File: src/hdl/was_pkg.sv
`timescale 1ns / 1ps
// Package: constants, opcodes and helpers for the weekly alarm scheduler.
package was_pkg;

  localparam int unsigned SlotCount = 5;
  localparam int unsigned SlotW     = 3;
  localparam int unsigned DayW      = 3;
  localparam int unsigned RegW      = 19;
  localparam int unsigned MinW      = 15;   // minutes of week incl. overflow
  localparam int unsigned DistW     = 14;   // corrected distance, below 16384

  localparam logic [MinW-1:0]  MinPerWeek = 15'd10080;
  localparam logic [DayW-1:0]  LastDay    = 3'd6;
  localparam logic [SlotW-1:0] LastSlot   = 3'd4;

  // register fields
  localparam int unsigned EnBit    = 18;
  localparam int unsigned MaskLsb  = 11;
  localparam int unsigned HourLsb  = 6;

  // config register indexes
  localparam logic [SlotW-1:0] CfgAlarmZero  = 3'd0;
  localparam logic [SlotW-1:0] CfgAlarmOne   = 3'd1;
  localparam logic [SlotW-1:0] CfgAlarmTwo   = 3'd2;
  localparam logic [SlotW-1:0] CfgAlarmThree = 3'd3;
  localparam logic [SlotW-1:0] CfgAlarmFour  = 3'd4;

  localparam logic [SlotCount-1:0][RegW-1:0] AlarmReset = {
    19'd1, 19'd896, 19'd129932, 19'd8304, 19'd1453
  };

  // opcodes
  localparam logic [1:0] OpTick      = 2'd0;
  localparam logic [1:0] OpRecompute = 2'd1;
  localparam logic [1:0] OpStop      = 2'd2;

  // day * 1440; day seven gives a full week
  function automatic logic [MinW-1:0] day_offset(input logic [DayW-1:0] day);
    logic [MinW-1:0] off;
    unique case (day)
      3'd0: off = 15'd0;
      3'd1: off = 15'd1440;
      3'd2: off = 15'd2880;
      3'd3: off = 15'd4320;
      3'd4: off = 15'd5760;
      3'd5: off = 15'd7200;
      3'd6: off = 15'd8640;
      default: off = 15'd10080;
    endcase
    return off;
  endfunction

  // hour * 60 + minute
  function automatic logic [MinW-1:0] time_of_day(input logic [4:0] hour,
                                                   input logic [6:0] minute);
    logic [MinW-1:0] h;
    h = MinW'(hour);
    return (h << 6) - (h << 2) + MinW'(minute);
  endfunction

endpackage

File: src/hdl/weekly_alarm_scheduler_core.sv
`timescale 1ns / 1ps
// Weekly alarm scheduler core: alarm registers, tick match and sequential next-alarm scan.
// Flow: an accepted item passes evaluate, then output; a scan puts 35 alarm-day pairs, one per
// cycle through a shared subtract/compare unit, and then finish between evaluate and output.
// Accept: no new item until the last result is registered; a stalled output holds the next
// result in its last state, which then blocks the item after that.
// Reset (rst_ni low, async) loads alarm reset values, clears choice and ringing; no scan runs.
module weekly_alarm_scheduler_core (
  input  logic        clk_i,
  input  logic        rst_ni,
  // opcode[1:0], now_hour[6:2], now_minute[12:7], now_second[18:13],
  // now_weekday[21:19], zero fill[23:22]
  input  logic [23:0] s_axis_tdata,
  input  logic        s_axis_tvalid,
  output logic        s_axis_tready,
  // ringing[0], ring_started[1], ring_stopped[2], next_valid[3],
  // next_slot[6:4], zero fill[7]
  output logic [7:0]  m_axis_tdata,
  output logic        m_axis_tvalid,
  input  logic        m_axis_tready,
  input  logic        cfg_we_i,
  input  logic [2:0]  cfg_idx_i,
  input  logic [18:0] cfg_wdata_i
);

  localparam logic [2:0] StIdle = 3'd0;
  localparam logic [2:0] StEval = 3'd1;
  localparam logic [2:0] StScan = 3'd2;
  localparam logic [2:0] StFin  = 3'd3;
  localparam logic [2:0] StDone = 3'd4;

  logic [2:0] state_q, state_d;

  logic [was_pkg::SlotCount-1:0][was_pkg::RegW-1:0] alarm_q;

  // latched item
  logic [1:0] op_q;
  logic [4:0] hour_q;
  logic [5:0] minute_q;
  logic [5:0] second_q;
  logic [2:0] day_q;

  logic [was_pkg::SlotW-1:0] chosen_slot_q, chosen_slot_d;
  logic                      chosen_valid_q, chosen_valid_d;
  logic                      ring_q, ring_d;
  logic                      started_q, started_d;
  logic                      stopped_q, stopped_d;

  logic [was_pkg::MinW-1:0]  now_q, now_d;
  logic [was_pkg::SlotW-1:0] scan_slot_q, scan_slot_d;
  logic [was_pkg::DayW-1:0]  scan_day_q, scan_day_d;
  logic                      found_q, found_d;
  logic [was_pkg::DistW-1:0] best_q, best_d;
  logic [was_pkg::SlotW-1:0] pick_q, pick_d;

  logic [7:0] out_data_q, out_data_d;
  logic       out_valid_q, out_valid_d;

  // single read port into the alarm registers
  logic [was_pkg::SlotW-1:0] rd_sel;
  logic [was_pkg::RegW-1:0]  rd_reg;
  logic [7:0]                mask8;
  logic                      match;

  // shared distance unit
  logic [was_pkg::MinW-1:0] alarm_min;
  logic signed [15:0]       dist_raw, dist_1, dist_2;
  logic [was_pkg::DistW-1:0] dist_wrap;
  logic                      cand;

  assign rd_sel = (state_q == StScan) ? scan_slot_q : chosen_slot_q;
  assign rd_reg = (rd_sel <= was_pkg::LastSlot) ? alarm_q[rd_sel] : '0;
  assign mask8  = {1'b0, rd_reg[was_pkg::EnBit-1:was_pkg::MaskLsb]};

  assign match = chosen_valid_q && mask8[day_q]
              && (rd_reg[was_pkg::EnBit-8:was_pkg::HourLsb] == hour_q)
              && (rd_reg[was_pkg::HourLsb-1:0] == minute_q);

  assign alarm_min = was_pkg::time_of_day(rd_reg[10:6], {1'b0, rd_reg[5:0]})
                   + was_pkg::day_offset(scan_day_q);
  assign dist_raw  = $signed({1'b0, alarm_min}) - $signed({1'b0, now_q});
  assign dist_1    = dist_raw[15] ? dist_raw + $signed({1'b0, was_pkg::MinPerWeek})
                                  : dist_raw;
  assign dist_2    = dist_1[15] ? dist_1 + $signed({1'b0, was_pkg::MinPerWeek}) : dist_1;
  assign dist_wrap = dist_2[was_pkg::DistW-1:0];
  assign cand      = rd_reg[was_pkg::EnBit] && mask8[scan_day_q];

  always_comb begin
    state_d        = state_q;
    chosen_slot_d  = chosen_slot_q;
    chosen_valid_d = chosen_valid_q;
    ring_d         = ring_q;
    started_d      = started_q;
    stopped_d      = stopped_q;
    now_d          = now_q;
    scan_slot_d    = scan_slot_q;
    scan_day_d     = scan_day_q;
    found_d        = found_q;
    best_d         = best_q;
    pick_d         = pick_q;
    out_data_d     = out_data_q;
    out_valid_d    = out_valid_q && !m_axis_tready;

    unique case (state_q)
      StIdle: begin
        if (s_axis_tvalid) begin
          started_d = 1'b0;
          stopped_d = 1'b0;
          state_d   = StEval;
        end
      end
      StEval: begin
        now_d = was_pkg::time_of_day(hour_q, 7'(minute_q) + 7'd1)
              + was_pkg::day_offset(day_q);
        scan_slot_d = '0;
        scan_day_d  = '0;
        found_d     = 1'b0;
        best_d      = '0;
        pick_d      = '0;
        state_d     = StDone;
        unique case (op_q)
          was_pkg::OpTick: begin
            if ((match && (second_q == 6'd0)) || ring_q) begin
              if (match) begin
                ring_d    = 1'b1;
                started_d = !ring_q;
              end else begin
                ring_d    = 1'b0;
                stopped_d = 1'b1;
                state_d   = StScan;
              end
            end
          end
          was_pkg::OpRecompute: state_d = StScan;
          was_pkg::OpStop: begin
            stopped_d = ring_q;
            ring_d    = 1'b0;
            state_d   = StScan;
          end
          default: state_d = StDone;
        endcase
      end
      StScan: begin
        if (cand && (!found_q || (dist_wrap < best_q))) begin
          found_d = 1'b1;
          best_d  = dist_wrap;
          pick_d  = scan_slot_q;
        end
        if (scan_day_q == was_pkg::LastDay) begin
          scan_day_d  = '0;
          scan_slot_d = scan_slot_q + 3'd1;
          if (scan_slot_q == was_pkg::LastSlot) state_d = StFin;
        end else begin
          scan_day_d = scan_day_q + 3'd1;
        end
      end
      StFin: begin
        chosen_valid_d = found_q;
        chosen_slot_d  = found_q ? pick_q : '0;
        state_d        = StDone;
      end
      StDone: begin
        if (!out_valid_q || m_axis_tready) begin
          out_data_d  = {1'b0, chosen_valid_q ? chosen_slot_q : 3'd0, chosen_valid_q,
                         stopped_q, started_q, ring_q};
          out_valid_d = 1'b1;
          state_d     = StIdle;
        end
      end
      default: state_d = StIdle;
    endcase
  end

  always_ff @(posedge clk_i or negedge rst_ni) begin
    if (!rst_ni) begin
      state_q        <= StIdle;
      alarm_q        <= was_pkg::AlarmReset;
      chosen_slot_q  <= '0;
      chosen_valid_q <= 1'b0;
      ring_q         <= 1'b0;
      out_valid_q    <= 1'b0;
    end else begin
      state_q        <= state_d;
      chosen_slot_q  <= chosen_slot_d;
      chosen_valid_q <= chosen_valid_d;
      ring_q         <= ring_d;
      out_valid_q    <= out_valid_d;
      if (cfg_we_i && (cfg_idx_i <= was_pkg::CfgAlarmFour)) begin
        alarm_q[cfg_idx_i] <= cfg_wdata_i;
      end
    end
  end

  always_ff @(posedge clk_i) begin
    started_q   <= started_d;
    stopped_q   <= stopped_d;
    now_q       <= now_d;
    scan_slot_q <= scan_slot_d;
    scan_day_q  <= scan_day_d;
    found_q     <= found_d;
    best_q      <= best_d;
    pick_q      <= pick_d;
    out_data_q  <= out_data_d;
    if (s_axis_tvalid && s_axis_tready) begin
      op_q     <= s_axis_tdata[1:0];
      hour_q   <= s_axis_tdata[6:2];
      minute_q <= s_axis_tdata[12:7];
      second_q <= s_axis_tdata[18:13];
      day_q    <= s_axis_tdata[21:19];
    end
  end

  assign s_axis_tready = (state_q == StIdle);
  assign m_axis_tdata  = out_data_q;
  assign m_axis_tvalid = out_valid_q;

endmodule
File: config.mk
export PLATFORM = sky130hd
export DESIGN_NAME = weekly_alarm_scheduler_core
export DESIGN_NICKNAME = d
export VERILOG_FILES = /design/src/hdl/was_pkg.sv /design/src/hdl/weekly_alarm_scheduler_core.sv
export SDC_FILE = /design/constraint.sdc
export NUM_CORES = 1
export LEC_CHECK = 0
export CORE_MARGIN = 2
export CORE_UTILIZATION = 25
export CTS_BUF_LIST = sky130_fd_sc_hd__clkbuf_4 sky130_fd_sc_hd__clkbuf_8
export DETAILED_ROUTE_END_ITERATION = 8
export DONT_BUFFER_PORTS = 1
export PLACE_DENSITY = 0.42
export SYNTH_ARGS = -nofsm -noshare
export SYNTH_HDL_FRONTEND = slang
export SYNTH_SLANG_ARGS = --single-unit
File: constraint.sdc
create_clock -name clk_i -period 10.2 [get_ports clk_i]
set_input_delay 1.53 -clock clk_i [delete_from_list [all_inputs] [get_ports clk_i]]
set_output_delay 1.53 -clock clk_i [all_outputs]
set_load 0.01 [all_outputs]
==> results of run 1 <==
-- worst register-to-register path: cells and delay by family (launching register included) --
kind	cells	cell delay, ns
AND/OR/NAND/NOR	8	2.08
multiplexers	1	0.24
AO/OA/AOI/OAI	18	3.72
flip-flops	1	0.39
XOR/XNOR	3	0.75
adder cells (fa/ha/maj)	5	1.44
buffers and inverters	4	0.62
-- layout by cell type, fill, tap and decap left out, types with 5 or more instances in the layout --
master	synthesis	layout
sky130_fd_sc_hd__a211o_1	5	5
sky130_fd_sc_hd__a211oi_1	10	9
sky130_fd_sc_hd__a21o_1	19	19
sky130_fd_sc_hd__a21oi_1	46	46
sky130_fd_sc_hd__a22oi_1	5	5
sky130_fd_sc_hd__and2_1	19	19
sky130_fd_sc_hd__and3_1	8	8
sky130_fd_sc_hd__buf_12	0	6
sky130_fd_sc_hd__buf_4	2	43
sky130_fd_sc_hd__clkbuf_8	0	18
sky130_fd_sc_hd__clkinvlp_4	0	5
sky130_fd_sc_hd__dfrtp_1	78	78
sky130_fd_sc_hd__dfstp_2	26	26
sky130_fd_sc_hd__edfxtp_1	70	70
sky130_fd_sc_hd__fa_1	5	5
sky130_fd_sc_hd__ha_1	71	71
sky130_fd_sc_hd__inv_1	78	78
sky130_fd_sc_hd__mux2_2	96	96
sky130_fd_sc_hd__mux2i_1	37	37
sky130_fd_sc_hd__mux4_2	6	6
sky130_fd_sc_hd__nand2_1	55	55
sky130_fd_sc_hd__nand2b_1	12	12
sky130_fd_sc_hd__nand3_1	29	29
sky130_fd_sc_hd__nor2_1	56	55
sky130_fd_sc_hd__nor2b_1	6	6
sky130_fd_sc_hd__nor3_1	27	25
sky130_fd_sc_hd__nor4_1	6	6
sky130_fd_sc_hd__o2111ai_1	9	9
sky130_fd_sc_hd__o211ai_1	10	10
sky130_fd_sc_hd__o21a_1	9	9
sky130_fd_sc_hd__o21ai_0	37	37
sky130_fd_sc_hd__o21bai_1	13	13
sky130_fd_sc_hd__o221ai_1	6	5
sky130_fd_sc_hd__or2_2	6	6
sky130_fd_sc_hd__or3_1	7	7
sky130_fd_sc_hd__or4_1	5	5
sky130_fd_sc_hd__xnor2_1	49	49
sky130_fd_sc_hd__xor2_1	25	24
-- what timing repair did --
action	in CTS	in global routing
buffers inserted	0	5
setup endpoints to repair	0	18
resized for setup	0	4
hold buffers	0	0
-- kinds of logic (layout without fill, tap and decap cells) --
family | count (synthesis) | in the layout | synth area share (%)
buf+inv | 121 | 161 | 4.41
other cells | 1 | 1 | 0.0327
simple gates | 262 | 262 | 11.8
mux | 141 | 141 | 14.1
flops | 174 | 174 | 41.3
compound gates | 219 | 219 | 13.8
fa+ha+maj | 76 | 76 | 8.62
xor+xnor | 75 | 75 | 5.85
-- cell type report --
class	count	area, um^2	share of cell area, %
Multi-Input combinational cell	774	6260	48.7
Clock buffer	19	255	1.98
Sequential cell	174	4740	36.8
Tap cell	600	751	5.84
Clock inverter	13	116	0.905
Timing Repair Buffer	49	443	3.44
Inverter	80	300	2.33
-- how the worst max path moves through the flow --
stage / from / slack, ns / end
3_5_place_dp: state_q[2]$_DFFE_PN0P_ / 0.25 / best_q[7]$_SDFFCE_PN0P_
6_report: state_q[2]$_DFFE_PN0P_ / 0.68 / best_q[6]$_SDFFCE_PN0P_
3_3_place_gp: state_q[2]$_DFFE_PN0P_ / 0.31 / best_q[6]$_SDFFCE_PN0P_
2_1_floorplan: state_q[2]$_DFFE_PN0P_ / 1.52 / best_q[0]$_SDFFCE_PN0P_
4_1_cts: state_q[2]$_DFFE_PN0P_ / 0.19 / best_q[11]$_SDFFCE_PN0P_
5_1_grt: state_q[0]$_DFFE_PN0P_ / 0.02 / best_q[11]$_SDFFCE_PN0P_
-- per-stage QoR --
stage | hold WS (ns) | instance area, um^2 | cells
5_1_grt | 0.435 | 12900 | 1709
6_report | 0.423 | 12900 | 1709
2_1_floorplan | 0.400 | 11500 | 1069
3_5_place_dp | 0.405 | 12400 | 1672
3_3_place_gp | 0.406 | 12400 | 1672
4_1_cts | 0.428 | 12800 | 1704
-- layer usage --
layer,vias to the layer above,track usage (%),routed length [um]
met2,100,21.6,14300
met3,21,2.42,839
met5,-,0,0
met4,0,3.56,424
met1,3912,15.7,13100
li1,3975,-,-
-- flip-flops by register name (all words and copies together), names as in the netlist, 5 cells and up --
register / cells
alarm_q: 95
now_q: 15
best_q: 14
m_axis_tdata: 7
minute_q: 6
second_q: 6
hour_q: 5
==> impl_summary.md, run 1 <==
Routing
The final routed wire length divided by cell count is 16.8 um. After detailed routing, the number of remaining DRC violations is 0. Detailed routing inserted a total of 8008 vias. The remaining antenna violation count is 0. The via count normalized by instance count is 4.69. The iteration-0 DRC count of the detailed router is 372. The iteration count of the initial detailed-routing pass is 5. The detailed-route wire length is 28.7 mm.

Cells and area
The synthesis-to-finish area growth is 12.2%. The number of filler instances in the final layout is 4808. The final layout contains 1223 nets. The post-route netlist has 22.1% of its cells at a drive strength greater than 1. The final cell utilization of the core is 28.4%. The antenna cell count is 0.

Synthesis
The dominant synthesized flop cell is sky130_fd_sc_hd__dfrtp_1. In the synthesized netlist, the cells that appear most often are sky130_fd_sc_hd__mux2_2 (96), sky130_fd_sc_hd__dfrtp_1 (78), sky130_fd_sc_hd__inv_1 (78). Counting flops with an async set or reset pin after synthesis yields a share of 59.8%. Counting distinct cell types in the post-synthesis netlist gives 90. Of the post-synthesis cell area, the dominant cell type holds 18.3%.

Sequential cells were found to cover 41.3% of the synthesized design area. The instance count of the mapped netlist is 1069. The total nets after synthesis is 1196. The synthesized design contains 70 enable-type register cells. For this run, the number of Yosys warnings is 0. The post-synthesis cell type with the largest combined area is sky130_fd_sc_hd__edfxtp_1.

The number of synthesized register bits is 174. Summing every instance area after synthesis gives 11500 um^2. Averaged over all synthesized cells, the footprint is 10.7 um^2. After synthesis, the cell types taking the most area are sky130_fd_sc_hd__edfxtp_1 (18%), sky130_fd_sc_hd__dfrtp_1 (17%), sky130_fd_sc_hd__mux2_2 (9.4%), sky130_fd_sc_hd__ha_1 (7.8%), sky130_fd_sc_hd__dfstp_2 (6.0%). Yosys instantiated no cell more often than sky130_fd_sc_hd__mux2_2.

Placement
During placement, the flow inserted port buffers numbering 0. Timing analysis after detailed placement gives a worst setup slack of 0.245 ns. The wire-length estimate of the detail-placed layout is 21.8 mm.

At the end of routability-driven placement, the weighted congestion stood at 0.826.

Timing
Based on the critical path, the design can be clocked at up to 105 MHz. Setup violations remaining at the end of the flow were counted as 0. Adding up every negative setup slack in the final design gives 0 ns. Setup repair after global routing left no endpoint under its margin. At the pin with the least slew margin, the transition time is 0.908 ns.

The final worst-path cycle share is 93.3%. The final worst clock skew is 0.0207 ns. The worst path in the final design needs a cycle of 9.52 ns, including I/O delays and setup. In this run the tightest slew margin relative to its limit is 39.1%. The number of hold-slack violations in the final timing report is 0. The number of pins with negative max-slew slack in the final report is 0. The final worst setup slack is 0.681 ns.

CTS
The total CTS buffers is 17. The TritonCTS clock tree is yes. The worst-skew pair later-pin latency is 0.52 ns. The root buffer selected by CTS is sky130_fd_sc_hd__clkbuf_8. The H-tree was split into 4 levels. The maximum count of clock buffers along a single path is 2. The clock slew at the register clock pins of the worst setup and hold paths is 0.09 ns.

The clock drives 174 sinks.

Worst setup path
The worst setup path is captured at a flip-flop. The launching point of the worst reg2reg path is state_q[2]$_DFFE_PN0P_. The logic depth of the worst path, buffers included is 39. The data arrival time of the worst path is 9.75 ns. The critical path contains buffers and inverters numbering 4 combined.

The most frequent cell on the critical path is sky130_fd_sc_hd__ha_1. For this design, the slowest cell found on the critical path is sky130_fd_sc_hd__or4_1. In this design, the largest share of critical-path delay is due to compound AO/OA/AOI/OAI gates.

The destination of the worst register-to-register timing path is best_q[6]$_SDFFCE_PN0P_. The worst register-to-register path has a setup slack of 0.68 ns. The worst register-to-register path has a depth of 39. The maximum fanout count along the critical path is 18. The launching element type of the critical path is a flip-flop. The category of the most critical setup path is flip-flop to flip-flop.

STA puts the critical path data required time at 10.44 ns. The delay of the slowest critical-path stage is 0.55 ns.

Status
The run finished with clean final reports.

Floorplanning
61 I/O pins were placed. The floorplan has 78 rows. The standard cell core area is 45300 um^2. The die footprint is 47600 um^2. The overall die height is 218 um.

Once the floorplan was initialized, standard cells occupied 25.3% of the core. The floorplan die width is 218 um.

Global route
The first-pass GRT wire length is 45.4 mm. The global-route usage over all layers is 12.5%. The largest net degree at the start of global routing is 105.

The number of antenna violations at the first check in global routing is 0. The via count of the first global-routing pass is 8107. Global routing finished with a remaining overflow of 0.

Hold path
The worst hold path passes through 0 cells. The hold path startpoint is started_q$_SDFFCE_PN0P_. The hold path endpoint is m_axis_tdata[1]$_DFFE_PP_. The class of the tightest hold or removal check is flip-flop to flip-flop.

Job
Across the run, the number of max-cap violations was 0.
Power of run 1 is left out: the tool's default activity adds up to more than one toggle a clock period on the data nets, which glitch-free logic cannot reach.
==> run 2, diff against run 1 <==
CORE_UTILIZATION = 45   (was 25)
PLACE_DENSITY = 0.64   (was 0.42)
RECOVER_POWER = 25   (was not set)
==> impl_summary.md, run 2 (synthesized netlist as in run 1, its figures left out) <==
Worst setup path
The setup path with the least slack is of type flip-flop to flip-flop. The kind of end point of the critical path is a flip-flop. STA puts the critical path data required time at 10.37 ns. The maximum fanout count along the critical path is 18. The slowest stage cell on the critical path is sky130_fd_sc_hd__or4_1. For flop-to-flop paths, the worst setup slack is 0.63 ns. The launching element type of the critical path is a flip-flop. Data on the critical path arrives at its endpoint at 9.75 ns.

In this design, the stage delay of the slowest critical-path cell is 0.55 ns.

Global route
The global-route met3 utilization is 3.35%. Entering global routing, the biggest net connects 105 pins. Global routing consumed, on the met1 layer, 25.4% of the routing resources. The via count of the first global-routing pass is 7950. The global-route usage over all layers is 19.4%. The busiest metal layer after global routing is met2.

The number of antenna violations at the first check in global routing is 1. For this run, global-route usage on met2 was measured as 32.5%. The first-pass GRT wire length is 41.0 mm. The sum of overflow across all layers after global routing is 0.

Timing
The final worst clock skew is 0.0171 ns. The worst path needs 9.57 ns of the cycle, external delays included. Setup repair after global routing left no endpoint under its margin. The post-route setup TNS is 0 ns.

At the pin with the least slew margin, the transition time is 1.17 ns. In the post-route analysis, the smallest setup slack over all paths is 0.629 ns. The final worst-path cycle share is 93.8%. The number of hold-slack violations in the final timing report is 0. The number of pins with negative max-slew slack in the final report was 0.

The worst slew margin relative to its limit is 21.5%. The count of endpoints failing setup in the final report is 0. The maximum clock rate is 104 MHz.

CTS
TritonCTS built the clock tree. The clock slew at the register clock pins of the worst setup and hold paths is 0.10 ns. The clock passes through at most 2 buffers. The count of clock tree sinks is 174. After clock tree synthesis, the flow added hold-fix buffers numbering 0. The H-tree level count is 4. The number of clock buffers added by TritonCTS is 17. The worst-skew pair later-pin latency is 0.47 ns.

The root buffer selected by CTS is sky130_fd_sc_hd__clkbuf_8.

Floorplanning
For this configuration, the core starts out at a cell density of 45.6%. From bottom edge to top edge, the die measures 164 um. The die covers 26800 um^2. The boundary pin count is 61. The floorplan die width is 164 um.

The floorplan step defined a core boundary enclosing 25100 um^2. The number of rows in the core area is 58.

Placement
After detailed placement, the total cell area comes to 11800 um^2. Before CTS, the worst setup slack after placement is 0.314 ns. The final weighted congestion of routability-driven global placement is 0.853. Port buffering added 0 buffers. The final HPWL from detailed placement is 18.5 mm.

Cells and area
After the last flow step, the layout net total stands at 1197. The flip-flop count of the largest register, all copies and words added is 95. alarm_q holds more flip-flops than any other register. From synthesis to final layout, the design area changed by 7.86%. The finished cells cover 12400 um^2.

The share of layout cells above drive strength 1 is 20.0%. In the layout the commonest cells are sky130_fd_sc_hd__mux2_2 (96), sky130_fd_sc_hd__inv_1 (78), sky130_fd_sc_hd__dfrtp_1 (78), sky130_fd_sc_hd__ha_1 (71), sky130_fd_sc_hd__edfxtp_1 (70). Leaving out fill and tap cells, the most frequent cell in the layout is sky130_fd_sc_hd__mux2_2. The largest registers in the layout are alarm_q (95), now_q (15), best_q (14). The number of filler instances in the final layout is 2358.

Routing
The number of remaining DRC errors is 0. After detailed routing, the number of vias per cell comes to 5.66. Dividing the detail-routed wire length by the instance count gives 17.7 um.

The iteration-0 DRC count of the detailed router is 383. In this run the remaining antenna-violating nets after routing total 0. The pre-antenna-repair detailed-routing pass consisted of 5 iterations.

The detailed-route wire length is 25.0 mm. The final route contains 7998 vias.

Job
The number of maximum-capacitance constraint violations is 0.

Status
The flow ran to the end, and the final reports show no timing, DRC or antenna violations.

Hold path
The tightest min-delay check is of the flip-flop to flip-flop type.
## run 2: final cells by class
type | count | area, um^2 | share of cell area [%]
antenna | 1 | 2.50 | 0.0202
timing repair buffer | 23 | 198 | 1.60
inverter | 80 | 300 | 2.43
tap | 330 | 413 | 3.34
clock inverter | 12 | 203 | 1.64
sequential | 174 | 4740 | 38.3
clock buffer | 20 | 269 | 2.18
multi-input combinational | 774 | 6240 | 50.5
## run 2: metal layers
layer / vias up / share of wire [%]
met2: 148 / 48
met4: 0 / 2.6
met5: - / 0
met1: 3907 / 45
li1: 3911 / -
met3: 32 / 3.8
## run 2: what timing repair did
action,in CTS,in global routing
endpoints found under the setup margin,0,18
endpoints found under the hold margin,0,0
gates resized for setup,0,2
setup buffers,0,3
## run 2: path summary, 6_finish.rpt
path / startpoint / endpoint / cells after the start
max: state_q[2]$_DFFE_PN0P_ / best_q[1]$_SDFFCE_PN0P_ / 42
min: started_q$_SDFFCE_PN0P_ / m_axis_tdata[1]$_DFFE_PP_ / 0
max reg2reg: state_q[2]$_DFFE_PN0P_ / best_q[1]$_SDFFCE_PN0P_ / 42
min reg2reg: started_q$_SDFFCE_PN0P_ / m_axis_tdata[1]$_DFFE_PP_ / 0
max in group asynchronous: rst_ni / alarm_q[54]$_DFFE_PN1P_ / 0
min in group asynchronous: rst_ni / alarm_q[4]$_DFFE_PN0P_ / 0
## run 2: worst max-delay path: cells and delay by family (launching register included)
kind,cells,cell delay [ns]
XOR/XNOR,2,0.37
flip-flops,1,0.40
buffers and inverters,6,0.91
AO/OA/AOI/OAI,18,3.59
adder cells (fa/ha/maj),5,1.63
multiplexers,1,0.19
AND/OR/NAND/NOR,10,2.19
## run 2: stage by stage
step | instances | util (%) | hold slack (ns)
finish | 1414 | 49.2 | 0.430
global route | 1413 | 49.2 | 0.455
CTS | 1410 | 49.1 | 0.431
detailed placement | 1378 | 47.2 | 0.406
global placement | 1378 | 47.2 | 0.406
floorplan | 1069 | - | 0.400
Power of run 2 is left out for the same reason.
